[config.mk]
export PLATFORM = sky130hd
export DESIGN_NAME = sha256_block_hash_flat
export DESIGN_NICKNAME = d
export VERILOG_FILES = /design/src/hw/rtl/sha_pkg.sv /design/src/hw/rtl/sha_ifs.sv /design/src/hw/rtl/sha_sched.sv /design/src/hw/rtl/sha_core.sv /design/src/hw/rtl/sha256_block_hash.sv /design/src/flat_wrapper.sv
export SDC_FILE = /design/constraint.sdc
export NUM_CORES = 2
export LEC_CHECK = 0
export BUFFER_PORTS_ARGS = -buffer_cell sky130_fd_sc_hd__buf_2
export CORE_MARGIN = 2
export CORE_UTILIZATION = 55
export DETAILED_ROUTE_END_ITERATION = 6
export HOLD_SLACK_MARGIN = 0.15
export MAX_ROUTING_LAYER = met4
export PLACE_DENSITY = 0.74
export RECOVER_POWER = 50
export SETUP_SLACK_MARGIN = 0.5
export SYNTH_ARGS = -nofsm -noshare
export SYNTH_HDL_FRONTEND = slang
export SYNTH_SLANG_ARGS = --single-unit
export TNS_END_PERCENT = 100
[constraint.sdc]
create_clock -name clk -period 18.5 [get_ports clk]
set_input_delay 0.925 -clock clk [delete_from_list [all_inputs] [get_ports clk]]
set_output_delay 0.925 -clock clk [all_outputs]
set_load 0.03 [all_outputs]
[src/hw/rtl/sha_pkg.sv]
// Shared types, constants and functions of the SHA-256 block hash.
// No dependencies; used by the schedule, core and top-level modules.
package sha_pkg;

  localparam int WORD_W = 32;

  typedef logic [WORD_W-1:0] word_t;

  // Control word from the sequencer to the datapath modules
  typedef struct packed {
    logic       load;  // shift a message word into the schedule
    logic       init;  // load the initial hash value into a..h
    logic       rnd;   // run one compression round
    logic [5:0] t;     // round index
  } sha_ctl_t;

  localparam word_t IV [8] = '{
    32'h6a09e667, 32'hbb67ae85, 32'h3c6ef372, 32'ha54ff53a,
    32'h510e527f, 32'h9b05688c, 32'h1f83d9ab, 32'h5be0cd19
  };

  localparam word_t K [64] = '{
    32'h428a2f98, 32'h71374491, 32'hb5c0fbcf, 32'he9b5dba5,
    32'h3956c25b, 32'h59f111f1, 32'h923f82a4, 32'hab1c5ed5,
    32'hd807aa98, 32'h12835b01, 32'h243185be, 32'h550c7dc3,
    32'h72be5d74, 32'h80deb1fe, 32'h9bdc06a7, 32'hc19bf174,
    32'he49b69c1, 32'hefbe4786, 32'h0fc19dc6, 32'h240ca1cc,
    32'h2de92c6f, 32'h4a7484aa, 32'h5cb0a9dc, 32'h76f988da,
    32'h983e5152, 32'ha831c66d, 32'hb00327c8, 32'hbf597fc7,
    32'hc6e00bf3, 32'hd5a79147, 32'h06ca6351, 32'h14292967,
    32'h27b70a85, 32'h2e1b2138, 32'h4d2c6dfc, 32'h53380d13,
    32'h650a7354, 32'h766a0abb, 32'h81c2c92e, 32'h92722c85,
    32'ha2bfe8a1, 32'ha81a664b, 32'hc24b8b70, 32'hc76c51a3,
    32'hd192e819, 32'hd6990624, 32'hf40e3585, 32'h106aa070,
    32'h19a4c116, 32'h1e376c08, 32'h2748774c, 32'h34b0bcb5,
    32'h391c0cb3, 32'h4ed8aa4a, 32'h5b9cca4f, 32'h682e6ff3,
    32'h748f82ee, 32'h78a5636f, 32'h84c87814, 32'h8cc70208,
    32'h90befffa, 32'ha4506ceb, 32'hbef9a3f7, 32'hc67178f2
  };

  function automatic word_t small_s0(word_t v);
    return {v[6:0], v[31:7]} ^ {v[17:0], v[31:18]} ^ (v >> 3);
  endfunction

  function automatic word_t small_s1(word_t v);
    return {v[16:0], v[31:17]} ^ {v[18:0], v[31:19]} ^ (v >> 10);
  endfunction

  function automatic word_t big_s0(word_t v);
    return {v[1:0], v[31:2]} ^ {v[12:0], v[31:13]} ^ {v[21:0], v[31:22]};
  endfunction

  function automatic word_t big_s1(word_t v);
    return {v[5:0], v[31:6]} ^ {v[10:0], v[31:11]} ^ {v[24:0], v[31:25]};
  endfunction

endpackage

[src/hw/rtl/sha_ifs.sv]
// Valid/ready channel interfaces of the SHA-256 block hash.
// Depends on sha_pkg for the word type.
interface sha_in_if;
  logic                valid;
  logic                ready;
  sha_pkg::word_t      message_word;

  modport source (output valid, output message_word, input ready);
  modport sink   (input valid, input message_word, output ready);
endinterface

interface sha_out_if;
  logic                valid;
  logic                ready;
  sha_pkg::word_t      digest_word;
  logic                digest_last;

  modport source (output valid, output digest_word, output digest_last, input ready);
  modport sink   (input valid, input digest_word, input digest_last, output ready);
endinterface

[src/hw/rtl/sha_sched.sv]
// Message schedule: a sixteen-word shift line that expands W[16..63].
// Depends on sha_pkg for the control struct and the sigma functions.
module sha_sched (
  input  logic              clk,
  input  sha_pkg::sha_ctl_t ctl,
  input  sha_pkg::word_t    in_word,
  output sha_pkg::word_t    w
);

  sha_pkg::word_t win_r [16];
  sha_pkg::word_t new_w;
  sha_pkg::word_t shift_in;

  // Expand the next schedule word from the window taps
  assign new_w = sha_pkg::small_s1(win_r[14]) + win_r[9]
               + sha_pkg::small_s0(win_r[1]) + win_r[0];

  assign shift_in = ctl.load ? in_word : new_w;
  assign w        = win_r[0];

  // Advance the window on every loaded word and every round
  always_ff @(posedge clk) begin
    if (ctl.load || ctl.rnd) begin
      for (int j = 0; j < 15; j++) begin
        win_r[j] <= win_r[j+1];
      end
      win_r[15] <= shift_in;
    end
  end

endmodule

[src/hw/rtl/sha_core.sv]
// Compression round unit: working variables a..h and the shared round logic.
// Depends on sha_pkg for constants, the control struct and the sigma functions.
module sha_core (
  input  logic              clk,
  input  sha_pkg::sha_ctl_t ctl,
  input  sha_pkg::word_t    w,
  input  logic [2:0]        dig_idx,
  output sha_pkg::word_t    dig_word
);

  sha_pkg::word_t v_r [8];
  sha_pkg::word_t t1;
  sha_pkg::word_t t2;
  sha_pkg::word_t ch;
  sha_pkg::word_t maj;

  // Round function on the current working variables
  assign ch  = (v_r[4] & v_r[5]) ^ (~v_r[4] & v_r[6]);
  assign maj = (v_r[0] & v_r[1]) ^ (v_r[0] & v_r[2]) ^ (v_r[1] & v_r[2]);
  assign t1  = v_r[7] + sha_pkg::big_s1(v_r[4]) + ch + sha_pkg::K[ctl.t] + w;
  assign t2  = sha_pkg::big_s0(v_r[0]) + maj;

  // Digest word: initial value plus final working variable
  assign dig_word = sha_pkg::IV[dig_idx] + v_r[dig_idx];

  // Load the initial value, or rotate a..h through one round
  always_ff @(posedge clk) begin
    if (ctl.init) begin
      for (int j = 0; j < 8; j++) begin
        v_r[j] <= sha_pkg::IV[j];
      end
    end else if (ctl.rnd) begin
      v_r[7] <= v_r[6];
      v_r[6] <= v_r[5];
      v_r[5] <= v_r[4];
      v_r[4] <= v_r[3] + t1;
      v_r[3] <= v_r[2];
      v_r[2] <= v_r[1];
      v_r[1] <= v_r[0];
      v_r[0] <= t1 + t2;
    end
  end

endmodule

[src/hw/rtl/sha256_block_hash.sv]
// SHA-256 single-block hash, top level with the round sequencer.
// Input channel in_ch: one 32-bit big-endian message word per handshake,
// sixteen words make one already-padded 512-bit block. Each block is hashed
// from the standard initial value; blocks are not chained.
// Result channel out_ch: eight digest words H0..H7, digest_last set on H7.
// Timing: words are taken one per cycle while loading. After the sixteenth
// word in_ch.ready drops and the shared round unit runs 64 rounds; then the
// digest words leave through an output register, one per cycle when the
// receiver is ready. The single round unit bounds the block rate, and no
// word of the next block is taken before H7 is loaded.
// When the receiver stalls, the current digest word holds and the sequencer
// waits; once H7 sits in the output register the next block may load.
// Reset (rst_n low, synchronous) drops all valids and restarts at word 0.
// Depends on sha_pkg, sha_ifs, sha_sched and sha_core.
module sha256_block_hash (
  input  logic             clk,
  input  logic             rst_n,
  sha_in_if.sink           in_ch,
  sha_out_if.source        out_ch
);

  localparam logic [1:0] ST_LOAD  = 2'd0;
  localparam logic [1:0] ST_ROUND = 2'd1;
  localparam logic [1:0] ST_EMIT  = 2'd2;

  logic [1:0]        state_r, state_nxt;
  logic [3:0]        wcnt_r, wcnt_nxt;
  logic [5:0]        rnd_r, rnd_nxt;
  logic [2:0]        idx_r, idx_nxt;
  logic              out_valid_r;
  sha_pkg::word_t    out_word_r;
  logic              out_last_r;
  logic              in_acc;
  logic              out_load;
  sha_pkg::sha_ctl_t ctl;
  sha_pkg::word_t    w;
  sha_pkg::word_t    dig_word;

  assign in_ch.ready        = (state_r == ST_LOAD);
  assign in_acc             = in_ch.valid && in_ch.ready;
  assign out_load           = (state_r == ST_EMIT) && (!out_valid_r || out_ch.ready);
  assign out_ch.valid       = out_valid_r;
  assign out_ch.digest_word = out_word_r;
  assign out_ch.digest_last = out_last_r;

  // Drive the datapath control word
  assign ctl.load = in_acc;
  assign ctl.init = in_acc && (wcnt_r == 4'd15);
  assign ctl.rnd  = (state_r == ST_ROUND);
  assign ctl.t    = rnd_r;

  // Sequencer: load sixteen words, run 64 rounds, emit eight digest words
  always_comb begin
    state_nxt = state_r;
    wcnt_nxt  = wcnt_r;
    rnd_nxt   = rnd_r;
    idx_nxt   = idx_r;
    unique case (state_r)
      ST_LOAD: begin
        if (in_acc) begin
          wcnt_nxt = wcnt_r + 4'd1;
          if (wcnt_r == 4'd15) begin
            state_nxt = ST_ROUND;
            rnd_nxt   = '0;
          end
        end
      end
      ST_ROUND: begin
        rnd_nxt = rnd_r + 6'd1;
        if (rnd_r == 6'd63) begin
          state_nxt = ST_EMIT;
          idx_nxt   = '0;
        end
      end
      ST_EMIT: begin
        if (out_load) begin
          idx_nxt = idx_r + 3'd1;
          if (idx_r == 3'd7) begin
            state_nxt = ST_LOAD;
          end
        end
      end
      default: begin
        state_nxt = ST_LOAD;
      end
    endcase
  end

  always_ff @(posedge clk) begin
    if (!rst_n) begin
      state_r <= ST_LOAD;
      wcnt_r  <= '0;
      rnd_r   <= '0;
      idx_r   <= '0;
    end else begin
      state_r <= state_nxt;
      wcnt_r  <= wcnt_nxt;
      rnd_r   <= rnd_nxt;
      idx_r   <= idx_nxt;
    end
  end

  // Output register: hold a stalled word, drop valid once taken
  always_ff @(posedge clk) begin
    if (!rst_n) begin
      out_valid_r <= 1'b0;
    end else if (out_load) begin
      out_valid_r <= 1'b1;
    end else if (out_ch.ready) begin
      out_valid_r <= 1'b0;
    end
  end

  always_ff @(posedge clk) begin
    if (out_load) begin
      out_word_r <= dig_word;
      out_last_r <= (idx_r == 3'd7);
    end
  end

  sha_sched u_sched (
    .clk     (clk),
    .ctl     (ctl),
    .in_word (in_ch.message_word),
    .w       (w)
  );

  sha_core u_core (
    .clk      (clk),
    .ctl      (ctl),
    .w        (w),
    .dig_idx  (idx_r),
    .dig_word (dig_word)
  );

endmodule

[src/flat_wrapper.sv]
// flat-port wrapper written by rule: the top's interface ports become plain ports
module sha256_block_hash_flat 
  (clk, rst_n, in_ch_valid, in_ch_message_word, in_ch_ready, out_ch_valid, out_ch_digest_word, out_ch_digest_last, out_ch_ready);
  sha_in_if in_ch_i ();
  sha_out_if out_ch_i ();
  input  logic clk;
  input  logic rst_n;
  input wire logic [$bits(in_ch_i.valid)-1:0] in_ch_valid;
  input wire logic [$bits(in_ch_i.message_word)-1:0] in_ch_message_word;
  output wire logic [$bits(in_ch_i.ready)-1:0] in_ch_ready;
  output wire logic [$bits(out_ch_i.valid)-1:0] out_ch_valid;
  output wire logic [$bits(out_ch_i.digest_word)-1:0] out_ch_digest_word;
  output wire logic [$bits(out_ch_i.digest_last)-1:0] out_ch_digest_last;
  input wire logic [$bits(out_ch_i.ready)-1:0] out_ch_ready;
  assign in_ch_i.valid = in_ch_valid;
  assign in_ch_i.message_word = in_ch_message_word;
  assign in_ch_ready = in_ch_i.ready;
  assign out_ch_valid = out_ch_i.valid;
  assign out_ch_digest_word = out_ch_i.digest_word;
  assign out_ch_digest_last = out_ch_i.digest_last;
  assign out_ch_i.ready = out_ch_ready;
  sha256_block_hash u_core (.clk(clk), .rst_n(rst_n), .in_ch(in_ch_i), .out_ch(out_ch_i));
endmodule
==> flow_summary.ini <==
[finish]
diodes = 0
nets = 4145
ff_latch_area_um2 = 24450
nFillCells = 6679
syn2layout_area_growth_pct = 8.814
multi_input_area_um2 = 20640
drive_gt1_share_pct = 9.031

[clock_tree]
cts_tree = done
clk_latency_ps = 690
hold_buffers = 0
ctsHtreeMaxLevel = 3
cts_max_path_buffers = 3
numClockSinks = 820
root_buffer = clkbuf_16
cts-buffers-inserted = 87
cts.repair.resized = 0
post_cts_buffers = 0
clk_pin_slew_ps = 60

[synthesis]
synth_edf_count = 801
synth_area_um2 = 46820
synth_nets = 4143
seq_area_frac_synth_pct = 52.19
yosysUniqueCellTypes = 76
synthCells = 3736
synth.avg_cell_area_um2 = 12.53
synth_flop_cell = edfxtp_1
yosys.cell_count.top_type = edfxtp_1
async_flop_share_pct = 0
synth_top_cells_by_count = edfxtp_1, inv_1, xnor2_1, nand2_1, a21oi_1
synth_warnings = 0
synth_top_area_share_pct = 51.37
ys_ff_latch = 820
netlist_top_cells_area = edfxtp_1, fa_1, xnor2_1
netlist.top_cell.by_area = edfxtp_1

[hold_path]
whs_path_depth = 0
hold_end = u_core.u_sched.win_r[0][109]
hold_class = flip-flop to flip-flop
min_from = u_core.u_sched.win_r[0][141]

[setup_path]
rr_worst_depth = 38
startpoint_type = flip-flop
r2r_setup_slack_ps = 8120
end_kind = flip-flop
reg2reg_from = u_core.rnd_r[1]
crit_type = flip-flop to flip-flop
cp_max_fo = 28
cp_data_arrival_time_ps = 10790
reg2reg_to = u_core.u_core.v_r[0][31]
cp_slowest_cell = ha_1
crit_required_ps = 18910
slowest_delay_ps = 740

[outcome]
outcome = finished with violations
violations = capacitance limit, slew limit

[global_routing]
grt_pass1_vias = 28440
use_met1_pct = 40.68
grt_use_met2_pct = 47.28
met3_usage_pct = 4.100
gr-total-overflow = 0
busiest_layer = met2
grt_pass1_wl_um = 186000
grt_max_degree = 213
grt_antenna_before_repair = 2
track_usage_pct = 30.20

[timing]
rsz0062_at_grt = false
setup_ws_ps = 8125
fin_crit_ps = 10380
worst_slew_margin_rel_pct = -124.0
slew_viol_final = 443
hold_violations = 0
period_share_pct = 56.08
setup_viol = 0
worst_pin_slew_ps = 3360
finalClockSkew_ps = 54.75
setup_tns_ps = 0
fmax_ghz = 0.09638

[floorplan]
die_area_um2 = 87470
io_pins = 71
num_rows = 107
die_w_um = 295.8
core_area_um2 = 84750
start_util_pct = 55.25
die_h_um = 295.8

[detailed_routing]
wire_per_inst_um = 25.73
viasPerCell = 6.030
vias = 29870
firstDrtPassIters = 7
drt-initial-drc-count = 3252
postRouteAntennaNets = 0
routed_wl_um = 127500
route.detailed.drc = 0

[job]
drv_cap = 8

[place]
dpl.hpwl_um = 92720
gp_congestion = 1.009
port-buffer-count = 70
pre_cts_slack_ps = 8362

[power]
leakage_uw = 0.01968
p_per_area_nw_per_um2 = 116.3
max-vdd-ir-drop_uv = 161.9
[where the power goes]
group | switching, uW | total [uW] | internal [uW]
Clock | 755 | 1720 | 964
Combinational | 1110 | 1880 | 766
Sequential | 99.3 | 2330 | 2230
[worst max path at each step]
stage,startpoint,endpoint,depth (start not counted),slack [ps]
6_report,u_core.rnd_r[1],u_core.u_core.v_r[0][31],38,8120
5_1_grt,u_core.rnd_r[1],u_core.u_core.v_r[0][31],38,7440
4_1_cts,u_core.rnd_r[1],u_core.u_core.v_r[0][31],38,8310
3_5_place_dp,u_core.rnd_r[1],u_core.u_core.v_r[0][31],38,8360
3_3_place_gp,u_core.rnd_r[1],u_core.u_core.v_r[0][31],39,8450
2_1_floorplan,in_ch_valid,u_core.u_core.v_r[0][0],3,5020
[cell usage in the layout, fill, tap and decap left out, types with 13 or more instances in the layout]
cell type / synthesis / layout
a211oi_1: 24 / 24
a21boi_0: 13 / 13
a21o_1: 91 / 91
a21oi_1: 191 / 191
a31oi_1: 33 / 33
and2_0: 0 / 55
and2_1: 108 / 53
and3_1: 18 / 18
buf_2: 0 / 36
buf_4: 0 / 28
clkbuf_1: 173 / 57
clkbuf_16: 0 / 88
clkinv_1: 2 / 21
clkinv_2: 0 / 15
dfxtp_1: 19 / 14
edfxtp_1: 801 / 801
fa_1: 188 / 188
ha_1: 183 / 183
inv_1: 274 / 274
mux2_2: 53 / 53
mux2i_1: 20 / 20
mux4_2: 70 / 70
nand2_1: 207 / 206
nand2b_1: 130 / 130
nand3_1: 44 / 44
nor2_1: 177 / 176
nor2b_1: 25 / 25
nor3_1: 50 / 50
o211ai_1: 23 / 23
o21a_1: 26 / 26
o21ai_0: 172 / 171
o21bai_1: 18 / 18
o22ai_1: 14 / 14
o311ai_0: 13 / 13
xnor2_1: 270 / 270
xor2_1: 109 / 109
[sequential cells by signal (all words and copies together) (netlist names), named ones only]
register / flops
u_core.out_ch.digest_last: 1
u_core.wcnt_r: 4
u_core.rnd_r: 6
u_core.u_core.v_r: 256
u_core.idx_r: 3
u_core.out_ch.digest_word: 32
u_core.state_r: 2
u_core.out_ch.valid: 1
u_core.u_sched.win_r: 512
[metal layers]
layer	vias to the layer above	part of all wire [%]
met2	1261	47
met1	14950	41
met3	245	7.5
met4	0	4.0
li1	13420	-
met5	-	0
[area by class of cell]
| class | count | share of cell area [%] |
|---|---|---|
| multi-input cells | 2446 | 40.51 |
| clock buffers | 106 | 4.494 |
| well taps | 1144 | 2.810 |
| flip-flops and latches | 820 | 47.99 |
| repair buffers | 106 | 1.108 |
| clock inverters | 54 | 1.051 |
| inverters | 277 | 2.041 |
[cells by family after synthesis]
| family | after synthesis | synth area share [%] |
|---|---|---|
| buffers and inverters | 470 | 3.768 |
| AOI/OAI and AO/OA | 739 | 10.25 |
| adders and majority gates | 374 | 12.99 |
| DFF | 820 | 52.19 |
| and+or+nand+nor | 810 | 8.587 |
| muxes | 143 | 5.070 |
| xor gates and xnor gates | 380 | 7.141 |
[stage by stage]
stage	cell area [um^2]	util, %	total power, uW	instances	hold slack, ps
floorplan	46820	-	3681	3736	400.3
global placement	48210	56.89	4153	4793	400.2
detailed placement	48210	56.89	4176	4793	404.5
CTS	51030	60.22	5923	4953	401.6
global route	50950	60.12	6209	4953	409.5
finish	50950	60.12	5923	4953	409.3
[worst max-delay path: cells and delay by family, from the launching register on]
| kind | cells | cell delay, ps |
|---|---|---|
| flops | 1 | 300 |
| buf+inv | 6 | 1040 |
| xor+xnor | 2 | 320 |
| fa+ha+maj | 8 | 3650 |
| compound gates | 15 | 3010 |
| simple gates | 7 | 1760 |
Power figures use the tool's default switching activity.
